--- config.mk ---
export PLATFORM = sky130hd
export DESIGN_NAME = command_frame_motor_drive_core_flat
export DESIGN_NICKNAME = d
export VERILOG_FILES = /design/src/rtl/cfmd_pkg.sv /design/src/rtl/cfmd_in_if.sv /design/src/rtl/cfmd_out_if.sv /design/src/rtl/command_frame_motor_drive_core.sv /design/src/flat_wrapper.sv
export VERILOG_INCLUDE_DIRS = /design/src /design/src/rtl
export SDC_FILE = /design/constraint.sdc
export NUM_CORES = 1
export LEC_CHECK = 0
export ABC_AREA = 1
export BUFFER_PORTS_ARGS = -buffer_cell sky130_fd_sc_hd__buf_2
export CAP_MARGIN = 15
export CORE_MARGIN = 2
export CORE_UTILIZATION = 35
export DETAILED_ROUTE_END_ITERATION = 8
export PLACE_DENSITY_LB_ADDON = 0.1
export RECOVER_POWER = 100
export SYNTH_ARGS = -nofsm -noshare
export SYNTH_HDL_FRONTEND = slang
export SYNTH_SLANG_ARGS = --single-unit
--- constraint.sdc ---
create_clock -name clk -period 3.57 [get_ports clk]
set_input_delay 0 -clock clk [delete_from_list [all_inputs] [get_ports clk]]
set_output_delay 0 -clock clk [all_outputs]
set_load 0.005 [all_outputs]
--- src/rtl/assert_macros.svh ---
`ifndef ASSERT_MACROS_SVH
`define ASSERT_MACROS_SVH

// Both macros expect signals named clk and rst_n in the including module.

// A property that must hold at every clock edge outside reset.
`define ASSERT_ALWAYS(label, prop, msg) \
    label: assert property (@(posedge clk) disable iff (!rst_n) (prop)) \
        else $error(msg);

// An implication checked in the same cycle.
`define ASSERT_IMPLIES(label, ante, cons, msg) \
    label: assert property (@(posedge clk) disable iff (!rst_n) (ante) |-> (cons)) \
        else $error(msg);

`endif

--- src/rtl/cfmd_pkg.sv ---
`timescale 1ns / 1ps

package cfmd_pkg;

    // Largest payload of a frame; the length byte may reach this plus five.
    localparam int MAX_PAYLOAD = 10;

    // Byte counter within a message, saturating so long messages stay countable.
    localparam int POS_W = 9;
    localparam logic [POS_W-1:0] POS_LIMIT = 9'd511;

    localparam logic [7:0] SYNC0     = 8'h55;
    localparam logic [7:0] SYNC1     = 8'hAA;
    localparam logic [7:0] TAIL_CR   = 8'h0D;
    localparam logic [7:0] TAIL_LF   = 8'h0A;
    localparam logic [7:0] REPLY_LEN = 8'h06;
    localparam logic [7:0] REPLY_CTR = 8'h00;
    localparam logic [7:0] LEN_MIN   = 8'd6;
    localparam logic [7:0] LEN_MAX   = 8'(MAX_PAYLOAD + 5);

    // Positions of the fields inside a frame.
    localparam logic [POS_W-1:0] POS_SYNC0 = 9'd0;
    localparam logic [POS_W-1:0] POS_SYNC1 = 9'd1;
    localparam logic [POS_W-1:0] POS_LEN   = 9'd2;
    localparam logic [POS_W-1:0] POS_CS    = 9'd3;
    localparam logic [POS_W-1:0] POS_CMD   = 9'd5;
    localparam logic [POS_W-1:0] POS_PAY0  = 9'd6;
    localparam logic [POS_W-1:0] POS_PAY1  = 9'd7;

    // Command codes.
    localparam logic [7:0] CMD_BOARD_MODE   = 8'd0;
    localparam logic [7:0] CMD_DRIVE_MODE   = 8'd1;
    localparam logic [7:0] CMD_MOTOR        = 8'd2;
    localparam logic [7:0] CMD_STATUS       = 8'd3;

    // Item and result kinds.
    localparam logic OP_BYTE     = 1'b0;
    localparam logic OP_TICK     = 1'b1;
    localparam logic KIND_MOTOR  = 1'b0;
    localparam logic KIND_REPLY  = 1'b1;

    typedef enum logic [1:0] {
        DIR_STOP    = 2'd0,
        DIR_ADVANCE = 2'd1,
        DIR_RETREAT = 2'd2
    } dir_t;

    // Idle tick counter.
    localparam int IDLE_W = 7;
    localparam logic [IDLE_W-1:0] IDLE_LIMIT = 7'd10;
    localparam logic [IDLE_W-1:0] IDLE_WRAP  = 7'd10;

    // Status reply sequencing.
    localparam int REPLY_BYTES = 9;
    localparam int REPLY_IDX_W = $clog2(REPLY_BYTES);
    localparam logic [REPLY_IDX_W-1:0] REPLY_IDX_LAST = REPLY_IDX_W'(REPLY_BYTES - 1);

    // Magnitude to speed conversion, filled in at elaboration.
    localparam int SPEED_FULL = 1000;
    localparam int MAG_MAX    = 127;
    localparam int SPEED_W    = 10;

    typedef logic [SPEED_W-1:0] speed_lut_t [MAG_MAX+1];

    function automatic speed_lut_t build_speed_lut();
        speed_lut_t lut;
        for (int i = 0; i <= MAG_MAX; i++)
        begin
            lut[i] = SPEED_W'((i * SPEED_FULL) / MAG_MAX);
        end
        return lut;
    endfunction

    localparam speed_lut_t SPEED_LUT = build_speed_lut();

    // Byte idx of the status reply: 55 AA 06 cs 00 03 id 0D 0A.
    function automatic logic [7:0] reply_byte_at(
        input logic [REPLY_IDX_W-1:0] idx,
        input logic [7:0]             board
    );
        logic [7:0] b;
        case (idx)
            4'd0:    b = SYNC0;
            4'd1:    b = SYNC1;
            4'd2:    b = REPLY_LEN;
            4'd3:    b = REPLY_CTR + CMD_STATUS + board + TAIL_CR + TAIL_LF;
            4'd4:    b = REPLY_CTR;
            4'd5:    b = CMD_STATUS;
            4'd6:    b = board;
            4'd7:    b = TAIL_CR;
            4'd8:    b = TAIL_LF;
            default: b = 8'h00;
        endcase
        return b;
    endfunction

endpackage

--- src/rtl/cfmd_in_if.sv ---
`timescale 1ns / 1ps

interface cfmd_in_if;
    logic       valid;
    logic       ready;
    logic       op;
    logic [7:0] rx_byte;
    logic       end_of_message;
    logic [7:0] board_id;

    modport source (output valid, op, rx_byte, end_of_message, board_id, input ready);
    modport sink   (input valid, op, rx_byte, end_of_message, board_id, output ready);
endinterface

--- src/rtl/cfmd_out_if.sv ---
`timescale 1ns / 1ps

interface cfmd_out_if;
    logic       valid;
    logic       ready;
    logic       kind;
    logic [1:0] left_dir;
    logic [9:0] left_rate;
    logic [1:0] right_dir;
    logic [9:0] right_rate;
    logic [7:0] reply_byte;
    logic       reply_last;

    modport source (output valid, kind, left_dir, left_rate, right_dir, right_rate,
                    reply_byte, reply_last, input ready);
    modport sink   (input valid, kind, left_dir, left_rate, right_dir, right_rate,
                    reply_byte, reply_last, output ready);
endinterface

--- src/rtl/command_frame_motor_drive_core.sv ---
`timescale 1ns / 1ps
`include "assert_macros.svh"

// Command frame parser and motor drive. Message bytes and periodic ticks come in on
// the item channel; motor drive commands and status reply bytes leave on the result
// channel. An item is taken into an input register, decoded from there against the
// frame state, and its result (if any) lands in the result register; one item is
// accepted every cycle while the result side keeps up and no status reply is being
// sent. A status request produces nine reply beats through the single result
// register, and the item that follows it waits while those beats are sent. A
// stalled result side holds the input register once it is full.
module command_frame_motor_drive_core #(
    parameter int MAX_PAYLOAD = cfmd_pkg::MAX_PAYLOAD
) (
    input  logic        clk,
    input  logic        rst_n,
    cfmd_in_if.sink     item,
    cfmd_out_if.source  result
);
    import cfmd_pkg::*;

    localparam logic [7:0] LEN_TOP = 8'(MAX_PAYLOAD + 5);

    // Input register
    logic              stage_valid_reg;
    logic              stage_op_reg;
    logic [7:0]        stage_byte_reg;
    logic              stage_eom_reg;
    logic [7:0]        stage_board_reg;

    // Frame and mode state
    logic [POS_W-1:0]  pos_reg,     pos_next;
    logic [7:0]        len_reg,     len_next;
    logic [7:0]        cs_reg,      cs_next;
    logic [7:0]        sum_reg,     sum_next;
    logic              hdr_ok_reg,  hdr_ok_next;
    logic [7:0]        cmd_reg,     cmd_next;
    logic [7:0]        pay0_reg,    pay0_next;
    logic [7:0]        pay1_reg,    pay1_next;
    logic              control_reg, control_next;
    logic [IDLE_W-1:0] idle_reg,    idle_next;

    // Values after the current byte, before the end-of-message clear
    logic [POS_W-1:0]  upd_pos;
    logic [7:0]        upd_len, upd_cs, upd_sum, upd_cmd, upd_pay0, upd_pay1;
    logic              upd_hdr_ok;
    logic [IDLE_W-1:0] idle_inc;
    logic              frame_ok;

    // Result of the current item
    logic              res_valid;
    logic              res_kind;
    dir_t              res_ldir, res_rdir;
    logic [SPEED_W-1:0] res_lspeed, res_rspeed;
    logic [7:0]        res_byte;
    logic              res_start_reply;

    // Result register and reply sequencer
    logic              out_valid_reg;
    logic              out_kind_reg;
    dir_t              out_ldir_reg, out_rdir_reg;
    logic [SPEED_W-1:0] out_lspeed_reg, out_rspeed_reg;
    logic [7:0]        out_byte_reg;
    logic              out_last_reg;
    logic              reply_busy_reg;
    logic [REPLY_IDX_W-1:0] reply_idx_reg;
    logic [7:0]        reply_board_reg;

    logic              out_free;
    logic              proc_fire;

    assign out_free   = !out_valid_reg || result.ready;
    assign proc_fire  = stage_valid_reg && !reply_busy_reg && out_free;
    assign item.ready = !stage_valid_reg || proc_fire;

    always_ff @(posedge clk or negedge rst_n)
    begin
        if (!rst_n)
        begin
            stage_valid_reg <= 1'b0;
        end
        else if (item.ready)
        begin
            stage_valid_reg <= item.valid;
        end
    end

    always_ff @(posedge clk)
    begin
        if (item.valid && item.ready)
        begin
            stage_op_reg    <= item.op;
            stage_byte_reg  <= item.rx_byte;
            stage_eom_reg   <= item.end_of_message;
            stage_board_reg <= item.board_id;
        end
    end

    always_comb
    begin
        pos_next        = pos_reg;
        len_next        = len_reg;
        cs_next         = cs_reg;
        sum_next        = sum_reg;
        hdr_ok_next     = hdr_ok_reg;
        cmd_next        = cmd_reg;
        pay0_next       = pay0_reg;
        pay1_next       = pay1_reg;
        control_next    = control_reg;
        idle_next       = idle_reg;

        upd_pos         = pos_reg;
        upd_len         = len_reg;
        upd_cs          = cs_reg;
        upd_sum         = sum_reg;
        upd_hdr_ok      = hdr_ok_reg;
        upd_cmd         = cmd_reg;
        upd_pay0        = pay0_reg;
        upd_pay1        = pay1_reg;
        idle_inc        = idle_reg + 1'b1;
        frame_ok        = 1'b0;

        res_valid       = 1'b0;
        res_kind        = KIND_MOTOR;
        res_ldir        = DIR_STOP;
        res_rdir        = DIR_STOP;
        res_lspeed      = '0;
        res_rspeed      = '0;
        res_byte        = 8'h00;
        res_start_reply = 1'b0;

        if (stage_op_reg == OP_TICK)
        begin
            // Motors are stopped once the drive has gone quiet for too long.
            if (control_reg && (idle_reg > IDLE_LIMIT))
            begin
                res_valid = 1'b1;
            end
            idle_next = (idle_inc == '0) ? IDLE_WRAP : idle_inc;
        end
        else
        begin
            if (pos_reg == POS_SYNC0)
            begin
                upd_hdr_ok = (stage_byte_reg == SYNC0);
            end
            else if (pos_reg == POS_SYNC1)
            begin
                if (stage_byte_reg != SYNC1)
                begin
                    upd_hdr_ok = 1'b0;
                end
            end
            else if (pos_reg == POS_LEN)
            begin
                upd_len = stage_byte_reg;
            end
            else if (pos_reg == POS_CS)
            begin
                upd_cs = stage_byte_reg;
            end
            else if ({1'b0, pos_reg} <= ({2'b00, len_reg} + 10'd2))
            begin
                upd_sum = sum_reg + stage_byte_reg;
                if (pos_reg == POS_CMD)
                begin
                    upd_cmd = stage_byte_reg;
                end
                else if ((pos_reg == POS_PAY0) && ({1'b0, pos_reg} <= {2'b00, len_reg}))
                begin
                    upd_pay0 = stage_byte_reg;
                end
                else if ((pos_reg == POS_PAY1) && ({1'b0, pos_reg} <= {2'b00, len_reg}))
                begin
                    upd_pay1 = stage_byte_reg;
                end
            end
            if (pos_reg < POS_LIMIT)
            begin
                upd_pos = pos_reg + 1'b1;
            end

            frame_ok = upd_hdr_ok
                && (upd_len >= LEN_MIN)
                && (upd_len <= LEN_TOP)
                && ({1'b0, upd_pos} >= ({2'b00, upd_len} + 10'd3))
                && (upd_sum == upd_cs);

            if (stage_eom_reg)
            begin
                // The frame state starts over after every message.
                pos_next    = '0;
                len_next    = '0;
                cs_next     = '0;
                sum_next    = '0;
                hdr_ok_next = 1'b0;
                cmd_next    = '0;
                pay0_next   = '0;
                pay1_next   = '0;
                if (frame_ok)
                begin
                    unique case (upd_cmd)
                        CMD_BOARD_MODE:
                        begin
                            control_next = 1'b0;
                        end
                        CMD_DRIVE_MODE:
                        begin
                            control_next = 1'b1;
                        end
                        CMD_MOTOR:
                        begin
                            if (control_reg)
                            begin
                                idle_next  = '0;
                                res_valid  = 1'b1;
                                res_ldir   = upd_pay0[7] ? DIR_RETREAT : DIR_ADVANCE;
                                res_rdir   = upd_pay1[7] ? DIR_RETREAT : DIR_ADVANCE;
                                res_lspeed = SPEED_LUT[upd_pay0[6:0]];
                                res_rspeed = SPEED_LUT[upd_pay1[6:0]];
                            end
                        end
                        CMD_STATUS:
                        begin
                            res_valid       = 1'b1;
                            res_kind        = KIND_REPLY;
                            res_byte        = reply_byte_at('0, stage_board_reg);
                            res_start_reply = 1'b1;
                        end
                        default:
                        begin
                        end
                    endcase
                end
            end
            else
            begin
                pos_next    = upd_pos;
                len_next    = upd_len;
                cs_next     = upd_cs;
                sum_next    = upd_sum;
                hdr_ok_next = upd_hdr_ok;
                cmd_next    = upd_cmd;
                pay0_next   = upd_pay0;
                pay1_next   = upd_pay1;
            end
        end
    end

    always_ff @(posedge clk or negedge rst_n)
    begin
        if (!rst_n)
        begin
            pos_reg     <= '0;
            len_reg     <= '0;
            cs_reg      <= '0;
            sum_reg     <= '0;
            hdr_ok_reg  <= 1'b0;
            cmd_reg     <= '0;
            pay0_reg    <= '0;
            pay1_reg    <= '0;
            control_reg <= 1'b0;
            idle_reg    <= '0;
        end
        else if (proc_fire)
        begin
            pos_reg     <= pos_next;
            len_reg     <= len_next;
            cs_reg      <= cs_next;
            sum_reg     <= sum_next;
            hdr_ok_reg  <= hdr_ok_next;
            cmd_reg     <= cmd_next;
            pay0_reg    <= pay0_next;
            pay1_reg    <= pay1_next;
            control_reg <= control_next;
            idle_reg    <= idle_next;
        end
    end

    // Result register control; the reply sequencer has priority over new items.
    always_ff @(posedge clk or negedge rst_n)
    begin
        if (!rst_n)
        begin
            out_valid_reg  <= 1'b0;
            reply_busy_reg <= 1'b0;
            reply_idx_reg  <= '0;
        end
        else if (out_free)
        begin
            if (reply_busy_reg)
            begin
                out_valid_reg <= 1'b1;
                reply_idx_reg <= reply_idx_reg + 1'b1;
                if (reply_idx_reg == REPLY_IDX_LAST)
                begin
                    reply_busy_reg <= 1'b0;
                end
            end
            else
            begin
                out_valid_reg <= proc_fire && res_valid;
                if (proc_fire && res_start_reply)
                begin
                    reply_busy_reg <= 1'b1;
                    reply_idx_reg  <= REPLY_IDX_W'(1);
                end
            end
        end
    end

    always_ff @(posedge clk)
    begin
        if (out_free)
        begin
            if (reply_busy_reg)
            begin
                out_kind_reg   <= KIND_REPLY;
                out_ldir_reg   <= DIR_STOP;
                out_rdir_reg   <= DIR_STOP;
                out_lspeed_reg <= '0;
                out_rspeed_reg <= '0;
                out_byte_reg   <= reply_byte_at(reply_idx_reg, reply_board_reg);
                out_last_reg   <= (reply_idx_reg == REPLY_IDX_LAST);
            end
            else if (proc_fire)
            begin
                out_kind_reg    <= res_kind;
                out_ldir_reg    <= res_ldir;
                out_rdir_reg    <= res_rdir;
                out_lspeed_reg  <= res_lspeed;
                out_rspeed_reg  <= res_rspeed;
                out_byte_reg    <= res_byte;
                out_last_reg    <= 1'b0;
                reply_board_reg <= stage_board_reg;
            end
        end
    end

    assign result.valid       = out_valid_reg;
    assign result.kind        = out_kind_reg;
    assign result.left_dir    = out_ldir_reg;
    assign result.left_rate   = out_lspeed_reg;
    assign result.right_dir   = out_rdir_reg;
    assign result.right_rate  = out_rspeed_reg;
    assign result.reply_byte  = out_byte_reg;
    assign result.reply_last  = out_last_reg;

    `ASSERT_IMPLIES(a_reply_holds_output, reply_busy_reg, out_valid_reg,
        "reply in progress without a valid result beat")
    `ASSERT_ALWAYS(a_no_decode_during_reply, !(reply_busy_reg && proc_fire),
        "item decoded while a status reply is still being sent")
    `ASSERT_IMPLIES(a_last_ends_reply, out_valid_reg && out_last_reg, !reply_busy_reg,
        "final reply beat shown while the sequencer is still busy")
    `ASSERT_IMPLIES(a_stop_has_no_speed,
        out_valid_reg && (out_kind_reg == KIND_MOTOR) && (out_ldir_reg == DIR_STOP),
        (out_lspeed_reg == '0) && (out_rspeed_reg == '0) && (out_rdir_reg == DIR_STOP),
        "stop command carries a speed")

endmodule

--- src/flat_wrapper.sv ---
// flat-port wrapper written by rule: the top's interface ports become plain ports
module command_frame_motor_drive_core_flat import cfmd_pkg::*;
#(
    parameter int MAX_PAYLOAD = cfmd_pkg::MAX_PAYLOAD
)
  (clk, rst_n, item_valid, item_op, item_rx_byte, item_end_of_message, item_board_id, item_ready, result_valid, result_kind, result_left_dir, result_left_rate, result_right_dir, result_right_rate, result_reply_byte, result_reply_last, result_ready);
  cfmd_in_if item_i ();
  cfmd_out_if result_i ();
  input  logic clk;
  input  logic rst_n;
  input wire logic [$bits(item_i.valid)-1:0] item_valid;
  input wire logic [$bits(item_i.op)-1:0] item_op;
  input wire logic [$bits(item_i.rx_byte)-1:0] item_rx_byte;
  input wire logic [$bits(item_i.end_of_message)-1:0] item_end_of_message;
  input wire logic [$bits(item_i.board_id)-1:0] item_board_id;
  output wire logic [$bits(item_i.ready)-1:0] item_ready;
  output wire logic [$bits(result_i.valid)-1:0] result_valid;
  output wire logic [$bits(result_i.kind)-1:0] result_kind;
  output wire logic [$bits(result_i.left_dir)-1:0] result_left_dir;
  output wire logic [$bits(result_i.left_rate)-1:0] result_left_rate;
  output wire logic [$bits(result_i.right_dir)-1:0] result_right_dir;
  output wire logic [$bits(result_i.right_rate)-1:0] result_right_rate;
  output wire logic [$bits(result_i.reply_byte)-1:0] result_reply_byte;
  output wire logic [$bits(result_i.reply_last)-1:0] result_reply_last;
  input wire logic [$bits(result_i.ready)-1:0] result_ready;
  assign item_i.valid = item_valid;
  assign item_i.op = item_op;
  assign item_i.rx_byte = item_rx_byte;
  assign item_i.end_of_message = item_end_of_message;
  assign item_i.board_id = item_board_id;
  assign item_ready = item_i.ready;
  assign result_valid = result_i.valid;
  assign result_kind = result_i.kind;
  assign result_left_dir = result_i.left_dir;
  assign result_left_rate = result_i.left_rate;
  assign result_right_dir = result_i.right_dir;
  assign result_right_rate = result_i.right_rate;
  assign result_reply_byte = result_i.reply_byte;
  assign result_reply_last = result_i.reply_last;
  assign result_i.ready = result_ready;
  command_frame_motor_drive_core #(.MAX_PAYLOAD(MAX_PAYLOAD)) u_core (.clk(clk), .rst_n(rst_n), .item(item_i), .result(result_i));
endmodule
# ---- After elaboration in Yosys (flattened, before gate mapping)
# Memory sizes are Yosys's and may differ from the RTL's.
# Cells that the tools add are included.
dict set report totals {
  in_bits 22
  out_inout_bits 36
  register_bits 133
  romBits 2560
  wordCells 219
  mem_count 2
}
# name words word_bits read_ports rd_ports_with_merged_regs write_ports line_no
set memory_table {}
lappend memory_table {{(no name shown)} 128 10 1 0 0 command_frame_motor_drive_core.sv:219} ;# res_lspeed = SPEED_LUT[upd_pay0[6:0]];
lappend memory_table {{(no name shown)} 128 10 1 0 0 command_frame_motor_drive_core.sv:220} ;# res_rspeed = SPEED_LUT[upd_pay1[6:0]];
dict set report classes {
  n_bitwise 4
  n_addsub 9
  reduce_logical 34
  eq_ne 19
  n_lt_le_gt_ge 9
  muxes 116
}
# cell n
set ops {}
lappend ops {{$mux W8} 50}
lappend ops {{$mux W10} 16}
lappend ops {{$pmux W8 S8} 1}
lappend ops {{$mux W7} 7}
lappend ops {{$mux W2} 14}
lappend ops {{$eq A9 B3 Y1 const B} 3}
lappend ops {{$mux W9} 3}
lappend ops {{$mux W1} 21}
lappend ops {{$add A8 B2 Y9 const B} 2}
lappend ops {{$eq A9 B2 Y1 const B} 2}
lappend ops {{$add A8 B4 Y8 const B} 2}
lappend ops {{$eq A8 B2 Y1 const B} 2}
lappend ops {{$ge A8 B8 Y1 const B} 2}
lappend ops {{$not A7 Y8} 2}
lappend ops {{$reduce_bool A2 Y1} 7}
lappend ops {{$eq A4 B3 Y1 const B} 3}
lappend ops {{$logic_and A1 B1 Y1} 12}
lappend ops {{$ge A9 B10 Y1} 1}
lappend ops {{$le A9 B10 Y1} 1}
lappend ops {{$reduce_and A5 Y1} 2}
lappend ops {{$add A9 B1 Y9 const B} 1}
lappend ops {{$eq A9 B1 Y1 const B} 1}
lappend ops {{$le A9 B8 Y1} 1}
lappend ops {{$logic_not A9 Y1} 1}
lappend ops {{other kinds (25)} 34}

# ---- Logic depth before layout (Yosys ltp)
dict set report depth {
  word_depth 21
  depth_mapped 27
  depth_no_buf 27
}

# ---- Worst setup path before layout
# OpenSTA, ideal clock, no wires.
dict set report synth_timing {
  path_type {reg2reg}
  startpoint {reg u_core.pos_reg[0]}
  endpoint {reg u_core.out_lspeed_reg[5], in the netlist u_core.result.left_rate[5] (data pin)}
  setup_ns 0.140
  path_slack_ns -0.293
  synth_period_minus_slack_ns 3.863
  arrival_ns 3.722
  path_stages_with_launch 26
  required_time_ns 3.430
  path_cell_list {dfrtp_1 > inv_1 > ha_1 > inv_1 > nor2_1 > inv_1 > nor2_4 > nand3_2 > o21ai_1 > inv_1 > a21oi_1 > nor3b_1 > nand2_1 > xor2_1 > ha_1 > nand2_1 > nor2_1 > o211ai_1 > nand4_1 > nand2_1 > nor2_1 > nand3_1 > nor2_4 > nand2_4 > buf_6 > a21oi_2}
}
dict set report synth_via {
  elab_chain_cells 20
  word_cells_on_any_way 66
}
# element line_no
set synth_lines {}
lappend synth_lines {{start, declared} command_frame_motor_drive_core.sv:32} ;# logic [POS_W-1:0] pos_reg, pos_next;
lappend synth_lines {{start signal, assigned} command_frame_motor_drive_core.sv:267} ;# pos_reg <= pos_next;
lappend synth_lines {{$le A9 B8 Y1 or $eq A9 B3 Y1 (tied branches)} command_frame_motor_drive_core.sv:169} ;# else if ((pos_reg == POS_PAY0) && ({1'b0, pos_reg} <= {2'b00, len_reg}))
lappend synth_lines {{$logic_and A1 B1 Y1} command_frame_motor_drive_core.sv:169}
lappend synth_lines {{$mux W8} command_frame_motor_drive_core.sv:169}
lappend synth_lines {{$mux W8} command_frame_motor_drive_core.sv:165} ;# if (pos_reg == POS_CMD)
lappend synth_lines {{$mux W8} command_frame_motor_drive_core.sv:162} ;# else if ({1'b0, pos_reg} <= ({2'b00, len_reg} + 10'd2))
lappend synth_lines {{$mux W8} command_frame_motor_drive_core.sv:158} ;# else if (pos_reg == POS_CS)
lappend synth_lines {{$mux W8} command_frame_motor_drive_core.sv:154} ;# else if (pos_reg == POS_LEN)
lappend synth_lines {{$mux W8} command_frame_motor_drive_core.sv:147} ;# else if (pos_reg == POS_SYNC1)
lappend synth_lines {{(+3 left out)} n/a}
lappend synth_lines {{$mem_v2 Z128 W10} n/a}
lappend synth_lines {{$mux W10 (implied by the code) (2 in series)} command_frame_motor_drive_core.sv:219}
lappend synth_lines {{$mux W10} command_frame_motor_drive_core.sv:213} ;# if (control_reg)
lappend synth_lines {{$mux W10} command_frame_motor_drive_core.sv:202} ;# unique case (upd_cmd)
lappend synth_lines {{$mux W10 *} command_frame_motor_drive_core.sv:200} ;# if (frame_ok)
lappend synth_lines {{$mux W10 *} command_frame_motor_drive_core.sv:189} ;# if (stage_eom_reg)
lappend synth_lines {{$mux W10 *} command_frame_motor_drive_core.sv:132} ;# if (stage_op_reg == OP_TICK)
lappend synth_lines {{$mux W10 *} command_frame_motor_drive_core.sv:326} ;# else if (proc_fire)
lappend synth_lines {{end signal, assigned} command_frame_motor_drive_core.sv:331} ;# out_lspeed_reg <= res_lspeed;
lappend synth_lines {{end, declared} command_frame_motor_drive_core.sv:62} ;# logic [SPEED_W-1:0] out_lspeed_reg, out_rspeed_reg;
# Mark *: on every way between the ends. The rest lies on a longest branch, timed or not. The select of a mux whose other input is x is not followed.
# A chain may end at the register's enable or synchronous reset.

# ---- Worst setup path in the final report
dict set report layout_timing {
  startpoint {reg u_core.pos_reg[0]}
  endpoint {reg u_core.idle_reg[1]}
}
dict set report layout_via {
  elab_chain_cells 12
  word_cells_on_any_way 48
}
# element line_no
set layout_lines {}
lappend layout_lines {{parallel branches: the longest is 11 deep, another holds $ge A9 B10 Y1} n/a}
lappend layout_lines {{$reduce_and A5 Y1 (no source line) *} n/a}
lappend layout_lines {{end signal, assigned} command_frame_motor_drive_core.sv:276} ;# idle_reg <= idle_next;
lappend layout_lines {{end, declared} command_frame_motor_drive_core.sv:41} ;# logic [IDLE_W-1:0] idle_reg, idle_next;
# Every way passes the cells marked *. The select of a mux whose other input is x is not followed.

==> results_dict.tcl <==
set metrics [dict create \
    outcome "finished, violations left" \
    violations "capacitance limit, slew limit, setup timing" \
    synth_warnings 0 \
    power.internal_mw 4.53 \
    core_area_um2 24300 \
    grt_pass1_wl_um 40800 \
    power_density_nw_per_um2 647 \
    leakagePower_nw 5.95 \
    grt-ovfl-total 0 \
    area_growth_pct 37.1 \
    vias 8216 \
    setup_viol 42 \
    hold_violations 0 \
    yosysSeqAreaShare_pct 41.9 \
    syn_nets 1192 \
    crit_type "reg -> reg" \
    clock_skew_ns 0.00897 \
    n_antenna_cell 0 \
    synth.avg_cell_area_um2 7.81 \
    ir_worst_vdd_v 0.000310 \
    pre_cts_slack_ns -0.391 \
    final_nets 1459 \
    drt_first_pass_iters 5 \
    grt_max_degree 51 \
    synth-edff-count 60 \
    async_reset_ff_share_pct 54.9 \
    grt_pass1_vias 7952 \
    worstPathMaxFanout 8 \
    place_hpwl_um 18400 \
    pwr-share-seq_pct 26.8 \
    clock-sinks 133 \
    drv_slew 49 \
    drtAntennaViolNets 0 \
    layout-drive-gt1-share_pct 25.5 \
    regArea_um2 3630 \
    num_io_pins 58 \
    design_area_um2 11900 \
    initial_utilization_pct 35.6 \
    drc 0 \
    synth-seq-cells 133 \
    fmaxAchievable_ghz 0.257 \
    tns_ns -10.91 \
    place_area_um2 10500 \
    numCtsBuffers 17 \
    finalWorstSetupSlack_ns -0.314 \
    grt_usage_pct 20.0 \
    ys.flop_type "dfrtp_1" \
    synth_cell_type_count 48 \
    antenna_found_initial 0 \
    clkLatencyLatePin_ns 0.44 \
    hold_class "in -> reg" \
    gp_congestion 0.867 \
    switching_share_pct 41.0 \
    syn-instance-count 1107 \
    period_minus_slack_ns 3.88 \
    slew_headroom_pct -94.4 \
    grt_setup_unrepaired "yes" \
    routed_wl_um 24900 \
    cts_tree "done" \
    cts_buffer_depth 2 \
    multi_input_area_um2 4680 \
    wl_per_cell_um 14.5 \
    clk_pin_slew_worst_paths_ns 0.06 \
    end_kind "register" \
    cap_violations 1 \
    power.total_mw 7.68 \
    worst_setup_path_start_kind "register" \
    std_cell_rows 57 \
    power_frac_comb_pct 49.6 \
    clockRootBuffer "clkbuf_16" \
    synth_area_um2 8650 \
    required_ns 3.89 \
    die_h_um 161 \
    dieArea_um2 26000 \
    tightest_slew_ns 2.92 \
    p_clk_share_pct 23.6 \
    io_buffers 57 \
    htreeDepth 4 \
    die_width_um 161 \
    worst_ep_arrival_time_ns 4.20 \
    fillCellCount 2329 \
    drt_iter0_markers 403 \
    min_period_over_period_pct 109 \
    p_sw_mw 3.15 \
    viasPerCell 4.80 \
]
## through the flow
| stage | utilization (%) | instances | hold WS [ns] |
|---|---|---|---|
| 3_3_place_gp | 43.3 | 1626 | 0.0944 |
| 5_1_grt | 48.8 | 1711 | 0.259 |
| 4_1_cts | 48.0 | 1701 | 0.181 |
| 2_1_floorplan | - | 1107 | -0.296 |
| 3_5_place_dp | 43.3 | 1626 | 0.0916 |
| 6_report | 48.8 | 1711 | 0.273 |
## kinds of logic after synthesis
| kind of cell | after synthesis | share of synthesized area, % |
|---|---|---|
| AND/OR/NAND/NOR | 547 | 27.9 |
| buffers and inverters | 184 | 8.30 |
| flip-flops | 133 | 41.9 |
| XOR/XNOR | 24 | 2.43 |
| AO/OA/AOI/OAI | 156 | 10.3 |
| adder cells (fa/ha/maj) | 63 | 9.20 |
## worst max-delay path, cell delays in order (launching register included)
cell and delay, ns:
dfrtp_1 0.41, inv_2 0.12, ha_4 0.15, inv_4 0.03, nor2_4 0.11, inv_2 0.07
nor2_4 0.14, nand3_4 0.14, o21ai_4 0.17, inv_2 0.09, a21oi_4 0.12, nor3b_4 0.21
nand2_1 0.10, xor2_1 0.16, ha_1 0.31, nand2_2 0.08, nor2_4 0.11, o211ai_1 0.09
nand4_1 0.14, nand2_1 0.07, nor2_1 0.09, nand3_1 0.12, nor2_4 0.29, buf_12 0.17
nand3_4 0.11, nand3_1 0.10, nand2_1 0.06
## layout by cell type, fill, tap and decap left out, drive strengths merged, types with 27 or more instances in the layout
cell type / n
nand4: 27
edfxtp: 60
nor2: 101
inv: 168
o21ai: 71
nand3: 103
buf: 216
clkbuf: 53
a21oi: 30
ha: 62
nand2: 287
dfrtp: 73
o22ai: 33
## layout make-up
| cell class | count | share of cell area (%) |
|---|---|---|
| clock buffer | 17 | 3.59 |
| sequential | 133 | 30.6 |
| multi-input combinational | 790 | 39.4 |
| timing repair buffer | 273 | 16.3 |
| inverter | 159 | 5.18 |
| clock inverter | 15 | 1.45 |
| tap | 324 | 3.42 |
## cells in the mapped netlist (2+ instances only)
library cell | number | area, um2
a31oi_1 | 2 | 12.5
xnor2_1 | 3 | 26.3
xor2_1 | 21 | 184
buf_6 | 2 | 22.5
a21oi_1 | 29 | 145
inv_1 | 153 | 574
nand3b_1 | 5 | 37.5
and3_1 | 2 | 12.5
o211ai_1 | 10 | 75.1
edfxtp_1 | 60 | 1800
nand3_1 | 97 | 485
o21ai_1 | 17 | 85.1
nor3_1 | 12 | 60.1
inv_2 | 4 | 15.0
nand2_2 | 4 | 25.0
o21ai_0 | 52 | 260
nand2_1 | 282 | 1060
buf_2 | 6 | 30.0
nor2_1 | 95 | 357
dfrtp_1 | 73 | 1830
buf_1 | 6 | 22.5
clkbuf_1 | 11 | 41.3
nor3_2 | 2 | 20.0
nand4_1 | 27 | 169
nor2_2 | 3 | 18.8
nor2_4 | 3 | 33.8
o21bai_1 | 3 | 22.5
a211oi_1 | 2 | 15.0
nand3_2 | 6 | 60.1
o22ai_1 | 33 | 206
or2_2 | 2 | 12.5
ha_1 | 62 | 776
a21o_1 | 2 | 15.0
o21ai_2 | 2 | 17.5
## metal layers
| metal | track usage [%] | share of wire (%) | vias up |
|---|---|---|---|
| met4 | 5.56 | 1.7 | 0 |
| met3 | 3.60 | 3.5 | 31 |
| met5 | 0 | 0 | - |
| met1 | 26.8 | 48 | 3815 |
| li1 | - | - | 4227 |
| met2 | 33.2 | 47 | 143 |
## power groups by stage
stage / Combinational, mW / Clock (mW) / Sequential (mW)
2_1_floorplan: 1.99 / 0 / 2.08
3_3_place_gp: 3.47 / 0 / 2.08
3_5_place_dp: 3.46 / 0 / 2.09
4_1_cts: 3.67 / 1.86 / 2.06
5_1_grt: 4.23 / 1.93 / 2.09
6_report: 3.80 / 1.81 / 2.06
## worst paths after layout
| check | startpoint | end | slack [ns] | depth (start not counted) |
|---|---|---|---|---|
| setup / recovery | u_core.pos_reg[0] | u_core.idle_reg[1] | -0.31 | 26 |
| hold / removal | item_op | u_core.stage_op_reg | 0.27 | 2 |
| setup reg to reg | u_core.pos_reg[0] | u_core.idle_reg[1] | -0.31 | 26 |
| hold reg to reg | u_core.stage_board_reg[3] | u_core.reply_board_reg[3] | 0.41 | 0 |
| max in group asynchronous | rst_n | u_core.pos_reg[4] | 0.64 | 3 |
| min in group asynchronous | rst_n | u_core.reply_idx_reg[3] | 1.05 | 2 |
## repair_timing
| action | 4_1_cts | 5_1_grt |
|---|---|---|
| setup buffers | 23 | 10 |
| endpoints found under the setup margin | 43 | 44 |
| hold buffers | 21 | 0 |
| gates cloned | 0 | 0 |
| pin swaps | 34 | 18 |
| resized for setup | 48 | 42 |
| hold endpoints to repair | 67 | 0 |
Note: power is estimated with default switching activity, not from simulation.
